===== src/hdl/mtsm_pkg.sv =====
// ----------------------------------------------------------------------------
// mtsm_pkg
// Shared widths, reset values, register codes and controller/datapath
// command and status bundles for the stack median block.
// ----------------------------------------------------------------------------
`default_nettype none

package mtsm_pkg;

    // field widths
    localparam int unsigned SAMPLE_W = 20;
    localparam int unsigned COORD_W  = 12;
    localparam int unsigned CENTER_W = 16;
    localparam int unsigned RSQ_W    = 33;
    localparam int unsigned MEDIAN_W = 21;

    // disk test arithmetic
    localparam int unsigned DIFF_W = COORD_W + 5;   // 16*pixel - center, signed
    localparam int unsigned SQ_W   = 32;            // one squared offset

    // configuration port
    localparam int unsigned APB_DW = 64;
    localparam int unsigned APB_AW = 5;

    // default parameter values
    localparam int unsigned DEF_MAX_SAMPLES = 64;
    localparam int unsigned DEF_IMAGE_SIZE  = 4096;

    // register reset values
    localparam logic signed [SAMPLE_W-1:0] CUTOFF_RESET   = 20'sd4800;  // 300.0 G
    localparam logic [CENTER_W-1:0]        CENTER_RESET   = 16'd32752;
    localparam logic [RSQ_W-1:0]           RADIUS_SQ_RESET = '0;

    // register index (paddr[4:3])
    typedef enum logic [1:0] {
        REG_CUTOFF    = 2'd0,
        REG_CENTER_X  = 2'd1,
        REG_CENTER_Y  = 2'd2,
        REG_RADIUS_SQ = 2'd3
    } reg_idx_t;

    typedef struct packed {
        logic signed [SAMPLE_W-1:0] cutoff;
        logic [CENTER_W-1:0]        center_x;
        logic [CENTER_W-1:0]        center_y;
        logic [RSQ_W-1:0]           radius_sq;
    } cfg_t;

    // controller -> datapath
    typedef struct packed {
        logic in_ready;   // take an item this cycle
        logic count;      // bump seen count
        logic ins_start;  // load insert position, read entry below it
        logic shift;      // move read entry up one, read next lower
        logic place;      // write sample at insert position, bump kept count
        logic rd_mid_hi;  // read upper middle entry, square dx
        logic rd_mid_lo;  // read lower middle entry, square dy
        logic emit;       // load result register, clear counts
    } cmd_t;

    // datapath -> controller
    typedef struct packed {
        logic in_valid;
        logic consider;
        logic keep;
        logic kept_zero;
        logic shift_more;
        logic pos_one;
        logic last;
        logic out_free;
    } status_t;

endpackage

`default_nettype wire


===== src/hdl/mtsm_if.sv =====
// ----------------------------------------------------------------------------
// mtsm_sample_if / mtsm_result_if
// Valid/ready channels for incoming samples and outgoing medians.
// ----------------------------------------------------------------------------
`default_nettype none

interface mtsm_sample_if;
    logic                                 valid;
    logic                                 ready;
    logic signed [mtsm_pkg::SAMPLE_W-1:0] sample;
    logic [mtsm_pkg::COORD_W-1:0]         pixel_x;
    logic [mtsm_pkg::COORD_W-1:0]         pixel_y;
    logic                                 last_sample;

    modport source (output valid, output sample, output pixel_x, output pixel_y,
                    output last_sample, input ready);
    modport sink   (input valid, input sample, input pixel_x, input pixel_y,
                    input last_sample, output ready);
endinterface

interface mtsm_result_if;
    logic                                 valid;
    logic                                 ready;
    logic signed [mtsm_pkg::MEDIAN_W-1:0] median_value;
    logic                                 missing;

    modport source (output valid, output median_value, output missing, input ready);
    modport sink   (input valid, input median_value, input missing, output ready);
endinterface

`default_nettype wire


===== src/hdl/masked_thresholded_stack_median.sv =====
// ----------------------------------------------------------------------------
// masked_thresholded_stack_median
// Per-pixel stack median: samples below a cutoff are insertion sorted into
// a store; the closing sample yields the median, or missing when the pixel
// is off the disk, off the image, or no sample was kept.
// ----------------------------------------------------------------------------
//
//  channel     dir  handshake        payload
//  ----------  ---  ---------------  ------------------------------------------
//  sample_ch   in   valid / ready    sample, pixel_x, pixel_y, last_sample
//  result_ch   out  valid / ready    median_value, missing
//  APB         in   psel / penable   paddr, pwdata, prdata (pready tied high)
//
//  Steps: an item passes idle, check and tail; when kept it also shifts
//  each stored entry above it up one (one store read/write each), then is
//  placed. A closing item adds two store reads and the shared squarer.
//  The store has one write and one registered read port; that port bounds
//  the insertion to one shifted entry per cycle.
//  Reset: async, active low; counts clear, registers take reset values.
//  Stalls: the result register holds one result; a closing item waits for it.
//
`default_nettype none

module masked_thresholded_stack_median #(
    parameter int unsigned MAX_SAMPLES = mtsm_pkg::DEF_MAX_SAMPLES,
    parameter int unsigned IMAGE_SIZE  = mtsm_pkg::DEF_IMAGE_SIZE
) (
    input  wire logic                        clk,
    input  wire logic                        rst_n,
    mtsm_sample_if.sink                      sample_ch,
    mtsm_result_if.source                    result_ch,
    input  wire logic                        psel,
    input  wire logic                        penable,
    input  wire logic                        pwrite,
    input  wire logic [mtsm_pkg::APB_AW-1:0] paddr,
    input  wire logic [mtsm_pkg::APB_DW-1:0] pwdata,
    output logic      [mtsm_pkg::APB_DW-1:0] prdata,
    output logic                             pready
);

    mtsm_pkg::cfg_t    cfg;
    mtsm_pkg::cmd_t    cmd;
    mtsm_pkg::status_t status;

    // register file; write it only while no stack is in flight
    mtsm_cfg u_cfg (
        .clk     (clk),
        .rst_n   (rst_n),
        .psel    (psel),
        .penable (penable),
        .pwrite  (pwrite),
        .paddr   (paddr),
        .pwdata  (pwdata),
        .prdata  (prdata),
        .pready  (pready),
        .cfg     (cfg)
    );

    // sequencer
    mtsm_ctrl u_ctrl (
        .clk    (clk),
        .rst_n  (rst_n),
        .status (status),
        .cmd    (cmd)
    );

    // store, counters, disk test, result register
    mtsm_dp #(
        .MAX_SAMPLES (MAX_SAMPLES),
        .IMAGE_SIZE  (IMAGE_SIZE)
    ) u_dp (
        .clk       (clk),
        .rst_n     (rst_n),
        .sample_ch (sample_ch),
        .result_ch (result_ch),
        .cfg       (cfg),
        .cmd       (cmd),
        .status    (status)
    );

endmodule

`default_nettype wire


===== src/hdl/mtsm_cfg.sv =====
// ----------------------------------------------------------------------------
// mtsm_cfg
// APB register file: cutoff, disk center and squared radius.
// ----------------------------------------------------------------------------
`default_nettype none

module mtsm_cfg (
    input  wire logic                          clk,
    input  wire logic                          rst_n,
    input  wire logic                          psel,
    input  wire logic                          penable,
    input  wire logic                          pwrite,
    input  wire logic [mtsm_pkg::APB_AW-1:0]   paddr,
    input  wire logic [mtsm_pkg::APB_DW-1:0]   pwdata,
    output logic      [mtsm_pkg::APB_DW-1:0]   prdata,
    output logic                               pready,
    output mtsm_pkg::cfg_t                     cfg
);

    mtsm_pkg::cfg_t     cfg_reg;
    mtsm_pkg::reg_idx_t idx;
    logic               wr;

    assign idx    = mtsm_pkg::reg_idx_t'(paddr[4:3]);
    assign wr     = psel && penable && pwrite;
    assign pready = 1'b1;
    assign cfg    = cfg_reg;

    always_ff @(posedge clk or negedge rst_n)
    begin
        if (!rst_n)
        begin
            cfg_reg.cutoff    <= mtsm_pkg::CUTOFF_RESET;
            cfg_reg.center_x  <= mtsm_pkg::CENTER_RESET;
            cfg_reg.center_y  <= mtsm_pkg::CENTER_RESET;
            cfg_reg.radius_sq <= mtsm_pkg::RADIUS_SQ_RESET;
        end
        else if (wr)
        begin
            unique case (idx)
                mtsm_pkg::REG_CUTOFF:    cfg_reg.cutoff    <= pwdata[mtsm_pkg::SAMPLE_W-1:0];
                mtsm_pkg::REG_CENTER_X:  cfg_reg.center_x  <= pwdata[mtsm_pkg::CENTER_W-1:0];
                mtsm_pkg::REG_CENTER_Y:  cfg_reg.center_y  <= pwdata[mtsm_pkg::CENTER_W-1:0];
                mtsm_pkg::REG_RADIUS_SQ: cfg_reg.radius_sq <= pwdata[mtsm_pkg::RSQ_W-1:0];
            endcase
        end
    end

    always_comb
    begin
        prdata = '0;
        unique case (idx)
            mtsm_pkg::REG_CUTOFF:    prdata[mtsm_pkg::SAMPLE_W-1:0] = cfg_reg.cutoff;
            mtsm_pkg::REG_CENTER_X:  prdata[mtsm_pkg::CENTER_W-1:0] = cfg_reg.center_x;
            mtsm_pkg::REG_CENTER_Y:  prdata[mtsm_pkg::CENTER_W-1:0] = cfg_reg.center_y;
            mtsm_pkg::REG_RADIUS_SQ: prdata[mtsm_pkg::RSQ_W-1:0]    = cfg_reg.radius_sq;
        endcase
    end

endmodule

`default_nettype wire


===== src/hdl/mtsm_ctrl.sv =====
// ----------------------------------------------------------------------------
// mtsm_ctrl
// Sequencer: take item, insertion sort into the store, close the stack.
// ----------------------------------------------------------------------------
`default_nettype none

module mtsm_ctrl (
    input  wire logic             clk,
    input  wire logic             rst_n,
    input  mtsm_pkg::status_t     status,
    output mtsm_pkg::cmd_t        cmd
);

    typedef enum logic [6:0] {
        S_IDLE  = 7'b0000001,
        S_CHECK = 7'b0000010,
        S_SHIFT = 7'b0000100,
        S_PLACE = 7'b0001000,
        S_TAIL  = 7'b0010000,
        S_MED1  = 7'b0100000,
        S_MED2  = 7'b1000000
    } state_t;

    state_t state_reg;
    state_t state_next;

    always_ff @(posedge clk or negedge rst_n)
    begin
        if (!rst_n)
            state_reg <= S_IDLE;
        else
            state_reg <= state_next;
    end

    always_comb
    begin
        cmd        = '0;
        state_next = state_reg;
        unique case (state_reg)
            S_IDLE:
            begin
                cmd.in_ready = 1'b1;
                if (status.in_valid)
                    state_next = S_CHECK;
            end
            S_CHECK:
            begin
                cmd.count = status.consider;
                if (status.keep)
                begin
                    cmd.ins_start = 1'b1;
                    state_next    = status.kept_zero ? S_PLACE : S_SHIFT;
                end
                else
                    state_next = S_TAIL;
            end
            S_SHIFT:
            begin
                if (status.shift_more)
                begin
                    cmd.shift = 1'b1;
                    if (status.pos_one)
                        state_next = S_PLACE;
                end
                else
                begin
                    cmd.place  = 1'b1;
                    state_next = S_TAIL;
                end
            end
            S_PLACE:
            begin
                cmd.place  = 1'b1;
                state_next = S_TAIL;
            end
            S_TAIL:
            begin
                if (status.last)
                begin
                    cmd.rd_mid_hi = 1'b1;
                    state_next    = S_MED1;
                end
                else
                    state_next = S_IDLE;
            end
            S_MED1:
            begin
                cmd.rd_mid_lo = 1'b1;
                state_next    = S_MED2;
            end
            S_MED2:
            begin
                // hold here until the result register is free
                if (status.out_free)
                begin
                    cmd.emit   = 1'b1;
                    state_next = S_IDLE;
                end
            end
            default:
                state_next = S_IDLE;
        endcase
    end

endmodule

`default_nettype wire


===== src/hdl/mtsm_dp.sv =====
// ----------------------------------------------------------------------------
// mtsm_dp
// Datapath: item registers, counters, sorted sample store, disk test
// multiplier, median add and result register.
// ----------------------------------------------------------------------------
`default_nettype none

module mtsm_dp #(
    parameter int unsigned MAX_SAMPLES = mtsm_pkg::DEF_MAX_SAMPLES,
    parameter int unsigned IMAGE_SIZE  = mtsm_pkg::DEF_IMAGE_SIZE
) (
    input  wire logic          clk,
    input  wire logic          rst_n,
    mtsm_sample_if.sink        sample_ch,
    mtsm_result_if.source      result_ch,
    input  mtsm_pkg::cfg_t     cfg,
    input  mtsm_pkg::cmd_t     cmd,
    output mtsm_pkg::status_t  status
);

    localparam int unsigned CNT_W = $clog2(MAX_SAMPLES + 1);
    localparam int unsigned IDX_W = $clog2(MAX_SAMPLES);
    localparam int unsigned SW    = mtsm_pkg::SAMPLE_W;
    localparam int unsigned DW    = mtsm_pkg::DIFF_W;
    localparam int unsigned QW    = mtsm_pkg::SQ_W;
    localparam int unsigned MW    = mtsm_pkg::MEDIAN_W;
    localparam int unsigned RW    = mtsm_pkg::RSQ_W;

    // item
    logic signed [SW-1:0]               sample_reg;
    logic [mtsm_pkg::COORD_W-1:0]       px_reg;
    logic [mtsm_pkg::COORD_W-1:0]       py_reg;
    logic                               last_reg;
    logic                               take;

    // counters
    logic [CNT_W-1:0] seen_reg, seen_next;
    logic [CNT_W-1:0] kept_reg, kept_next;
    logic [IDX_W-1:0] pos_reg, pos_next;
    logic [IDX_W-1:0] kept_idx;
    logic [CNT_W-1:0] half_cnt;
    logic [IDX_W-1:0] half_idx;

    // store
    logic signed [SW-1:0] mem [MAX_SAMPLES];
    logic signed [SW-1:0] rd_data_reg;
    logic signed [SW-1:0] mid_hi_reg;
    logic signed [SW-1:0] wr_data;
    logic [IDX_W-1:0]     rd_addr;
    logic                 rd_en;
    logic                 wr_en;

    // disk test
    logic signed [DW-1:0]     dx, dy, mul_op;
    logic signed [2*DW-1:0]   prod;
    logic [QW-1:0]            sq_a_reg, sq_b_reg;
    logic [RW-1:0]            dist_sq;
    logic                     off_disk, off_img, missing_w;
    logic signed [MW-1:0]     median_w;

    // result register
    logic                 out_valid_reg;
    logic signed [MW-1:0] median_reg;
    logic                 missing_reg;

    assign take            = cmd.in_ready && sample_ch.valid;
    assign sample_ch.ready = cmd.in_ready;

    always_ff @(posedge clk)
    begin
        if (take)
        begin
            sample_reg <= sample_ch.sample;
            px_reg     <= sample_ch.pixel_x;
            py_reg     <= sample_ch.pixel_y;
            last_reg   <= sample_ch.last_sample;
        end
    end

    // ---- counters ----
    assign kept_idx = kept_reg[IDX_W-1:0];
    assign half_cnt = kept_reg >> 1;
    assign half_idx = half_cnt[IDX_W-1:0];

    always_comb
    begin
        seen_next = seen_reg;
        kept_next = kept_reg;
        pos_next  = pos_reg;
        if (cmd.count)
            seen_next = seen_reg + CNT_W'(1);
        if (cmd.place)
            kept_next = kept_reg + CNT_W'(1);
        if (cmd.emit)
        begin
            seen_next = '0;
            kept_next = '0;
        end
        if (cmd.ins_start)
            pos_next = kept_idx;
        else if (cmd.shift)
            pos_next = pos_reg - IDX_W'(1);
    end

    always_ff @(posedge clk or negedge rst_n)
    begin
        if (!rst_n)
        begin
            seen_reg <= '0;
            kept_reg <= '0;
            pos_reg  <= '0;
        end
        else
        begin
            seen_reg <= seen_next;
            kept_reg <= kept_next;
            pos_reg  <= pos_next;
        end
    end

    // ---- sorted store: one write, one registered read per cycle ----
    assign wr_en   = cmd.shift || cmd.place;
    assign wr_data = cmd.shift ? rd_data_reg : sample_reg;
    assign rd_en   = cmd.ins_start || cmd.shift || cmd.rd_mid_hi || cmd.rd_mid_lo;

    always_comb
    begin
        rd_addr = '0;
        if (cmd.ins_start)
            rd_addr = kept_idx - IDX_W'(1);
        else if (cmd.shift)
            rd_addr = pos_reg - IDX_W'(2);
        else if (cmd.rd_mid_hi)
            rd_addr = half_idx;
        else if (cmd.rd_mid_lo)
            rd_addr = half_idx - IDX_W'(1);
    end

    always_ff @(posedge clk)
    begin
        if (wr_en)
            mem[pos_reg] <= wr_data;
        if (rd_en)
            rd_data_reg <= mem[rd_addr];
        if (cmd.rd_mid_lo)
            mid_hi_reg <= rd_data_reg;
    end

    // ---- disk test: one squarer shared by dx and dy ----
    assign dx = $signed({1'b0, px_reg, 4'b0000}) - $signed({1'b0, cfg.center_x});
    assign dy = $signed({1'b0, py_reg, 4'b0000}) - $signed({1'b0, cfg.center_y});
    assign mul_op = cmd.rd_mid_lo ? dy : dx;
    assign prod   = mul_op * mul_op;

    always_ff @(posedge clk)
    begin
        if (cmd.rd_mid_hi)
            sq_a_reg <= prod[QW-1:0];
        if (cmd.rd_mid_lo)
            sq_b_reg <= prod[QW-1:0];
    end

    assign dist_sq   = {1'b0, sq_a_reg} + {1'b0, sq_b_reg};
    assign off_disk  = dist_sq >= cfg.radius_sq;
    assign off_img   = (32'(px_reg) >= 32'(IMAGE_SIZE)) || (32'(py_reg) >= 32'(IMAGE_SIZE));
    assign missing_w = off_disk || off_img || (kept_reg == '0);

    // missing: zero; odd count: twice the middle; even: sum of the two middles
    always_comb
    begin
        if (missing_w)
            median_w = '0;
        else if (kept_reg[0])
            median_w = {mid_hi_reg, 1'b0};
        else
            median_w = MW'(mid_hi_reg) + MW'(rd_data_reg);
    end

    // ---- result register ----
    always_ff @(posedge clk or negedge rst_n)
    begin
        if (!rst_n)
            out_valid_reg <= 1'b0;
        else if (cmd.emit)
            out_valid_reg <= 1'b1;
        else if (result_ch.ready)
            out_valid_reg <= 1'b0;
    end

    always_ff @(posedge clk)
    begin
        if (cmd.emit)
        begin
            median_reg  <= median_w;
            missing_reg <= missing_w;
        end
    end

    assign result_ch.valid        = out_valid_reg;
    assign result_ch.median_value = median_reg;
    assign result_ch.missing      = missing_reg;

    // ---- status ----
    always_comb
    begin
        status            = '0;
        status.in_valid   = sample_ch.valid;
        status.consider   = seen_reg < CNT_W'(MAX_SAMPLES);
        status.keep       = status.consider && (sample_reg < cfg.cutoff)
                            && (kept_reg < CNT_W'(MAX_SAMPLES));
        status.kept_zero  = kept_reg == '0;
        status.shift_more = rd_data_reg > sample_reg;
        status.pos_one    = pos_reg == IDX_W'(1);
        status.last       = last_reg;
        status.out_free   = !out_valid_reg || result_ch.ready;
    end

endmodule

`default_nettype wire

===== src/flat_wrapper.sv =====
// flat-port wrapper written by rule: the top's interface ports become plain ports
module masked_thresholded_stack_median_flat 
#(
    parameter int unsigned MAX_SAMPLES = mtsm_pkg::DEF_MAX_SAMPLES,
    parameter int unsigned IMAGE_SIZE  = mtsm_pkg::DEF_IMAGE_SIZE
)
  (clk, rst_n, psel, penable, pwrite, paddr, pwdata, prdata, pready, sample_ch_valid, sample_ch_sample, sample_ch_pixel_x, sample_ch_pixel_y, sample_ch_last_sample, sample_ch_ready, result_ch_valid, result_ch_median_value, result_ch_missing, result_ch_ready);
  mtsm_sample_if sample_ch_i ();
  mtsm_result_if result_ch_i ();
  input  wire logic clk;
  input  wire logic rst_n;
  input  wire logic psel;
  input  wire logic penable;
  input  wire logic pwrite;
  input  wire logic [mtsm_pkg::APB_AW-1:0] paddr;
  input  wire logic [mtsm_pkg::APB_DW-1:0] pwdata;
  output logic      [mtsm_pkg::APB_DW-1:0] prdata;
  output logic pready;
  input wire logic [$bits(sample_ch_i.valid)-1:0] sample_ch_valid;
  input wire logic [$bits(sample_ch_i.sample)-1:0] sample_ch_sample;
  input wire logic [$bits(sample_ch_i.pixel_x)-1:0] sample_ch_pixel_x;
  input wire logic [$bits(sample_ch_i.pixel_y)-1:0] sample_ch_pixel_y;
  input wire logic [$bits(sample_ch_i.last_sample)-1:0] sample_ch_last_sample;
  output wire logic [$bits(sample_ch_i.ready)-1:0] sample_ch_ready;
  output wire logic [$bits(result_ch_i.valid)-1:0] result_ch_valid;
  output wire logic [$bits(result_ch_i.median_value)-1:0] result_ch_median_value;
  output wire logic [$bits(result_ch_i.missing)-1:0] result_ch_missing;
  input wire logic [$bits(result_ch_i.ready)-1:0] result_ch_ready;
  assign sample_ch_i.valid = sample_ch_valid;
  assign sample_ch_i.sample = sample_ch_sample;
  assign sample_ch_i.pixel_x = sample_ch_pixel_x;
  assign sample_ch_i.pixel_y = sample_ch_pixel_y;
  assign sample_ch_i.last_sample = sample_ch_last_sample;
  assign sample_ch_ready = sample_ch_i.ready;
  assign result_ch_valid = result_ch_i.valid;
  assign result_ch_median_value = result_ch_i.median_value;
  assign result_ch_missing = result_ch_i.missing;
  assign result_ch_i.ready = result_ch_ready;
  masked_thresholded_stack_median #(.MAX_SAMPLES(MAX_SAMPLES), .IMAGE_SIZE(IMAGE_SIZE)) u_core (.clk(clk), .rst_n(rst_n), .sample_ch(sample_ch_i), .result_ch(result_ch_i), .psel(psel), .penable(penable), .pwrite(pwrite), .paddr(paddr), .pwdata(pwdata), .prdata(prdata), .pready(pready));
endmodule

===== config.mk =====
export PLATFORM = sky130hd
export DESIGN_NAME = masked_thresholded_stack_median_flat
export DESIGN_NICKNAME = d
export VERILOG_FILES = /design/src/hdl/mtsm_pkg.sv /design/src/hdl/mtsm_if.sv /design/src/hdl/masked_thresholded_stack_median.sv /design/src/hdl/mtsm_cfg.sv /design/src/hdl/mtsm_ctrl.sv /design/src/hdl/mtsm_dp.sv /design/src/flat_wrapper.sv
export SDC_FILE = /design/constraint.sdc
export NUM_CORES = 2
export LEC_CHECK = 0
export BUFFER_PORTS_ARGS = -buffer_cell sky130_fd_sc_hd__buf_2
export CAP_MARGIN = 10
export CORE_MARGIN = 2
export CORE_UTILIZATION = 55
export CTS_CLUSTER_SIZE = 30
export DETAILED_ROUTE_END_ITERATION = 6
export HOLD_SLACK_MARGIN = 0.1
export PLACE_DENSITY = 0.72
export SETUP_SLACK_MARGIN = 0.1
export SYNTH_ARGS = -nofsm -noshare
export SYNTH_HDL_FRONTEND = slang
export SYNTH_HIERARCHICAL = 1
export SYNTH_SLANG_ARGS = --single-unit

===== constraint.sdc =====
create_clock -name clk -period 14.15 [get_ports clk]
set_input_delay 0.7075 -clock clk [delete_from_list [all_inputs] [get_ports clk]]
set_output_delay 0.7075 -clock clk [all_outputs]
set_load 0.02 [all_outputs]

---- Word level (Yosys, flattened, before mapping) ----
Memory sizes are Yosys's and may differ from the RTL's. A register that Yosys moved wholly into a read port is not among the register bits.
Index checks and enable logic that the tools add are counted.
storage, ports and cells
  memories ................................ 1
  bits of input ports ..................... 121
  output and inout bits ................... 89
  word-level logic and storage cells ...... 114
  register bits ........................... 264
  memory bits (writable) .................. 1280
memory list
  name             depth  width  read ports  clocked after memory_dff  write ports  line           text
  u_core.u_dp.mem  64     20     1           1                         1            mtsm_dp.sv:45  logic signed [SW-1:0] mem [MAX_SAMPLES];
cells by class
  equality and inequality tests ........... 14
  multiply operators ...................... 1
  add/subtract/negate cells ............... 10
  muxes and demuxes ....................... 40
  reduce and logical (&&, ||, !) cells .... 24
  magnitude comparators ................... 5
operators by type and width
  cell                 count
  $pmux 16 s4          1
  $mux 7               8
  $pmux 7 s7           1
  $mux 6               7
  $sub 16x16->17       2
  $add 32x32->33       1
  $ge 33x33->1         1
  $mul 17x17->32       1
  $add 20x20->21       1
  $mux 21              1
  $gt 20x20->1         1
  $lt 20x20->1         1
  $mux 20              1
  $sub 6x1->6 const B  3
  $mux 17              1
  $add 7x1->7 const B  2
  $lt 7x7->1 const B   2
  $mux 1               14
  $mux 13              1
  $pmux 4 s2           1
  $reduce_and 2->1     4
  $reduce_bool 2->1    4
  $eq 7x1->1 const B   1
  $eq 7x2->1 const B   1
  other kinds (23)     33

---- Logic depth before layout (Yosys ltp) ----
  depth in word-level cells ............... 8
  gate-level depth with buffers ........... 34
  depth with buffers taken out ............ 34

---- By module ----
Netlist, hierarchy kept.
modules (own cells, without submodules)
  module     times used  cells an instance  area each (um^2)  sequential area each (um^2)
  mtsm_dp    1           4531               71232.1           44037.2
  mtsm_cfg   1           301                4077.7            2159.6
  mtsm_ctrl  1           51                 454.2             176.4

---- Least setup slack after synthesis ----
No wires, ideal clock.
  path type ............................... register to register
  start ................................... reg u_core.u_ctrl.state_reg[2]
  end ..................................... reg u_core.u_dp.sq_a_reg[31], data pin
  setup slack ............................. 3.962 ns
  arrival time ............................ 9.923 ns
  setup time .............................. 0.264 ns
  data required time ...................... 13.886 ns
  cell stages (with the launch flop) ...... 31
  buffers on the path ..................... 5
  period minus slack after synthesis ...... 10.188 ns
  cells stage by stage .................... dfrtp_1 > clkbuf_1 > nor3_1 > nand2_1 > nor2_1 > buf_4 > clkbuf_1 > nor2_1 > or2_2 > clkbuf_1 > inv_1 > clkbuf_1 > nand2_1 > fa_1 > fa_1 > fa_1 > inv_1 > fa_1 > fa_1 > inv_1 > fa_1 > inv_1 > ha_1 > and3_1 > nand2_1 > o21ai_1 > or3b_1 > a311oi_2 > a2111oi_1 > o31ai_2 > xnor2_1
RTL lines
  element                 line             text
  from (decl)             mtsm_ctrl.sv:24  state_t state_reg;
  from (signal assigned)  mtsm_ctrl.sv:32  state_reg <= state_next;
  to (signal assigned)    mtsm_dp.sv:158   sq_a_reg <= prod[QW-1:0];
  to (decl)               mtsm_dp.sv:56    logic [QW-1:0] sq_a_reg, sq_b_reg;

---- Final worst setup path ----
  start ................................... reg u_core.u_cfg.cfg_reg (netlist bit u_core/u_cfg/cfg[37])
  end ..................................... reg u_core.u_dp.sq_b_reg[31], data pin
between the ends
  cells in the longest elaborated chain, start to end .. 3
RTL lines
  element                         line            text
  from (decl)                     mtsm_cfg.sv:20  mtsm_pkg::cfg_t cfg_reg;
  $sub 16x16->17                  mtsm_dp.sv:151  assign dy = $signed({1'b0, py_reg, 4'b0000}) - $signed({1'b0, cfg.center_y});
  $mux 17                         mtsm_dp.sv:152  assign mul_op = cmd.rd_mid_lo ? dy : dx;
  $mul 17x17->32                  mtsm_dp.sv:153  assign prod = mul_op * mul_op;
  named net u_core.u_dp.prod[31]  mtsm_dp.sv:55   logic signed [2*DW-1:0] prod;
  to (signal assigned)            mtsm_dp.sv:160  sq_b_reg <= prod[QW-1:0];
  to (decl)                       mtsm_dp.sv:56
The timed path passes the listed nets, and every way through them passes these cells.
A chain may end at the register's enable or synchronous reset.

==> impl_table.tex <==
\begin{tabular}{lr}
\hline
Metric & Value \\
\hline
\multicolumn{2}{l}{\textbf{Detailed routing}} \\
Drt first pass iters & 6 \\
Via total after detailed routing & about 43,000 \\
Routed length per instance & approximately 26 um \\
Violation count after the first detailed-routing iteration & 4,833 \\
Vias/cell & roughly 6.1 \\
Antenna Violating Nets Remaining & 0 \\
Drc violations & 0 \\
Final wirelength & 183 mm \\
\multicolumn{2}{l}{\textbf{Floorplan}} \\
Number of rows in the core area & roughly 140 \\
Die height & approximately 380 um \\
Total Die Area & 0.141 sq mm \\
Starting density of the core & 0.552 \\
Die width & roughly 380 um \\
Core area & about 0.14 sq mm \\
Top Ports & 210 \\
\multicolumn{2}{l}{\textbf{Final layout}} \\
Final standard cell count with taps included and fillers excluded & approximately 7,000 \\
Layout-stage area growth over the synthesis result & 11.6\% \\
Number of flip-flops in the largest register & around 1,300 \\
Share of cells above drive strength 1 & 0.201 \\
Net count reported at finish & 5,774 \\
\# diodes & 0 \\
\multicolumn{2}{l}{\textbf{Yosys}} \\
Dominant cells by area after synthesis & edfxtp\_1 57\%, mux4\_2 9.5\%, fa\_1 6.8\%, ha\_1 4.2\%, dfrtp\_1 2.8\% \\
Number of enable flip-flop cells after synthesis & approximately 1,400 \\
Library cell occupying the most area in the post-synthesis netlist & edfxtp\_1 \\
Async set or reset register ratio after synthesis & 0.0723 \\
Count of state elements after synthesis & around 1,600 \\
Portion of synthesized cell area occupied by the leading cell type & 0.574 \\
Cells after synthesis & approximately 4,900 \\
Post-Synthesis Mean Instance Area & 15.5 sq um \\
Warning count from the yosys run & 6 \\
Area fraction in compound gates after synthesis & 0.0551 \\
Mux cell area share after synthesis & 0.112 \\
Commonest register cell after synthesis & edfxtp\_1 \\
Parity-gate share of the synthesized area counting xor and xnor cells & 0.0148 \\
Synthesized area & approximately 0.076 sq mm \\
Simple-gate share of the synthesized area & 0.0555 \\
Post-synthesis cell type count & between 90 and 100 \\
Proportion of synthesized chip area in sequential cells & 0.612 \\
Adder-Cell Fraction of Synth Area & 0.110 \\
Combinational family with the most area after synthesis & multiplexers \\
\multicolumn{2}{l}{\textbf{Clock network}} \\
Clock transition time at the flip-flop clock pins of the worst setup and hold paths & around 0.08 ns \\
TritonCTS clock tree & yes \\
Sink count of the clock tree & between 1,500 and 2,000 \\
Clock latency at the later pin of the worst-skew pair & 0.79 ns \\
H-tree depth & 4 \\
Count of cells resized by post-cts repair & 0 \\
Root buffer cell & clkbuf\_16 \\
Maximum clock insertion buffer count & 3 \\
TritonCTS Buffers & between 150 and 200 \\
\multicolumn{2}{l}{\textbf{STA}} \\
Number of hold violations in the final report & 0 \\
Unrepaired setup endpoints after global routing & false \\
Maximum clock rate & 0.105 GHz \\
Worst slew margin relative to its limit & 0.0930 \\
Final-report max-slew violation count & 0 \\
Final worst clock skew & about 0.036 ns \\
Final-layout setup total negative slack & 0 ns \\
Period utilisation layout & 0.670 \\
Final setup violation count & 0 \\
Min Clock Period, post-route & between 9 and 10 ns \\
Worst-margin pin slew & around 1.4 ns \\
\multicolumn{2}{l}{\textbf{Hold path}} \\
Worst Hold Depth & 2 \\
Class of the tightest hold or removal check & in -> reg \\
\multicolumn{2}{l}{\textbf{Critical path}} \\
Slack of the worst reg-to-reg path & 4.67 ns \\
Category of the worst setup path launch point & flip-flop \\
Max stage delay on crit path & $\sim$0.56 ns \\
Req. time, crit path & around 15 ns \\
R2R cell count & 30 \\
Signal arrival time at the worst endpoint & 9.99 ns \\
Type of element capturing the critical path & flip-flop \\
Crit Path Max Fanout & 10 \\
Startpoint-to-endpoint class of the critical path & reg -> reg \\
CP max stage cell & dfstp\_2 \\
\multicolumn{2}{l}{\textbf{Global route}} \\
Total overflow reported by the global router & 0 \\
Largest net degree at the start of global routing & roughly 130 \\
Via count of the first global-routing pass & approximately 44,000 \\
GRT Util Overall & 0.262 \\
Wire length of the first global-routing pass & 273 mm \\
Initial antenna violation count & 5 \\
\multicolumn{2}{l}{\textbf{Placed design}} \\
Placed cells & around 6,700 \\
Quantity of I/O buffers inserted on ports & roughly 140 \\
Routability congestion estimate from global placement & 0.878 \\
Dpl hpwl & 114 mm \\
\multicolumn{2}{l}{\textbf{Run}} \\
Reported max-cap violation count & 0 \\
\multicolumn{2}{l}{\textbf{Outcome}} \\
Result of the run & completed \\
\hline
\end{tabular}
==> per-layer routing <==
metal / global-route usage / wire [um]
met4: 0.0811 / 5790
met1: 0.364 / 71900
met2: 0.416 / 86800
met3: 0.0609 / 18700
met5: 0 / 22
==> final cells by class <==
type	instances	area, sq um
multi-input combinational	2624	26900
sequential	1562	46400
timing repair buffer	310	2110
fill	9861	52600
clock inverter	96	908
inverter	488	1830
tap	1794	2240
clock buffer	198	4180
==> stage by stage <==
step	hold WS (ns)	utilization	setup WS, ns	cell area, sq um
2_1_floorplan	0.412	-	3.96	75900
3_3_place_gp	0.508	0.576	4.85	79000
3_5_place_dp	0.518	0.576	4.78	79000
4_1_cts	0.101	0.616	4.71	84500
5_1_grt	0.111	0.616	4.17	84500
6_report	0.145	0.616	4.67	84500
==> final timing paths <==
check | startpoint | endpoint
setup reg to reg | u_core/u_cfg/cfg[37] | u_core/u_dp/sq_b_reg[31]
setup / recovery | u_core/u_cfg/cfg[37] | u_core/u_dp/sq_b_reg[31]
min in group asynchronous | rst_n | u_core/u_cfg/cfg[8]
max in group asynchronous | rst_n | u_core/u_dp/result_ch.valid
hold reg to reg | u_core/u_cfg/cfg[67] | u_core/u_cfg/cfg[67]
hold / removal | pwdata[31] | u_core/u_cfg/cfg[31]
==> cells in the mapped netlist, types with 7 or more instances <==
cell      instances
edfxtp_1       1449
inv_1           474
nand2_1         348
mux4_2          320
fa_1            257
ha_1            252
nor2_1          252
a21oi_1         135
a211oi_1        117
and2_1          106
xnor2_1          94
mux2_2           90
dfrtp_1          86
clkbuf_1         85
buf_2            82
o21ai_0          76
a21o_1           68
buf_4            53
a31oi_1          47
a311oi_1         40
nor3_1           38
xor2_1           34
dfstp_2          27
mux2i_1          25
nand3_1          24
nand4_1          20
nand2b_1         19
nor2b_1          19
o21a_1           18
a222oi_1         16
or3_1            16
and3_1           12
buf_1            12
clkinv_1         10
nor3b_1          10
o21bai_1          9
a31o_2            8
or2_2             8
a41oi_1           7
==> cell families (layout without fill, tap and decap cells) <==
family	Yosys count	in the layout
xor+xnor	128	128
simple gates	907	907
compound gates	611	611
mux	437	437
other cells	2	32
buf+inv	727	1092
fa+ha+maj	509	509
flops	1562	1562
==> cells in the final DEF, fill, tap and decap left out, drive strengths merged, types with 12 or more instances in the layout <==
| cell | count |
|---|---|
| a21oi | 136 |
| conb | 32 |
| dlygate4sd3 | 44 |
| o21a | 18 |
| clkbuf | 198 |
| dfstp | 27 |
| a211oi | 117 |
| edfxtp | 1449 |
| and3 | 12 |
| mux2i | 27 |
| a222oi | 16 |
| nor2b | 19 |
| nand2b | 19 |
| a311oi | 41 |
| nand3 | 24 |
| xnor2 | 94 |
| nor3 | 39 |
| clkinv | 79 |
| dfrtp | 86 |
| mux4 | 320 |
| mux2 | 90 |
| and2 | 106 |
| ha | 252 |
| fa | 257 |
| nand4 | 23 |
| inv | 488 |
| nor2 | 252 |
| or3 | 17 |
| a31oi | 47 |
| o21ai | 81 |
| nand2 | 349 |
| buf | 266 |
| xor2 | 34 |
| a21o | 68 |
==> critical path: cells and delay by family, from the launching register on <==
kind                       cells  cell delay (ns)
DFF                            1             0.56
xor gates and xnor gates       2             0.31
adders and majority gates      8             3.55
and+or+nand+nor                5             1.42
muxes                          1             0.46
buffers and inverters          7             0.86
AOI/OAI and AO/OA              7             2.00
==> timing repair <==
| item | 4_1_cts | 5_1_grt |
|---|---|---|
| hold buffers | 44 | 0 |
| endpoints found under the hold margin | 68 | 0 |
| setup buffers | 0 | 0 |
Power is left out: the tool's default activity adds up to more than one toggle a clock period on the data nets, which glitch-free logic cannot reach.
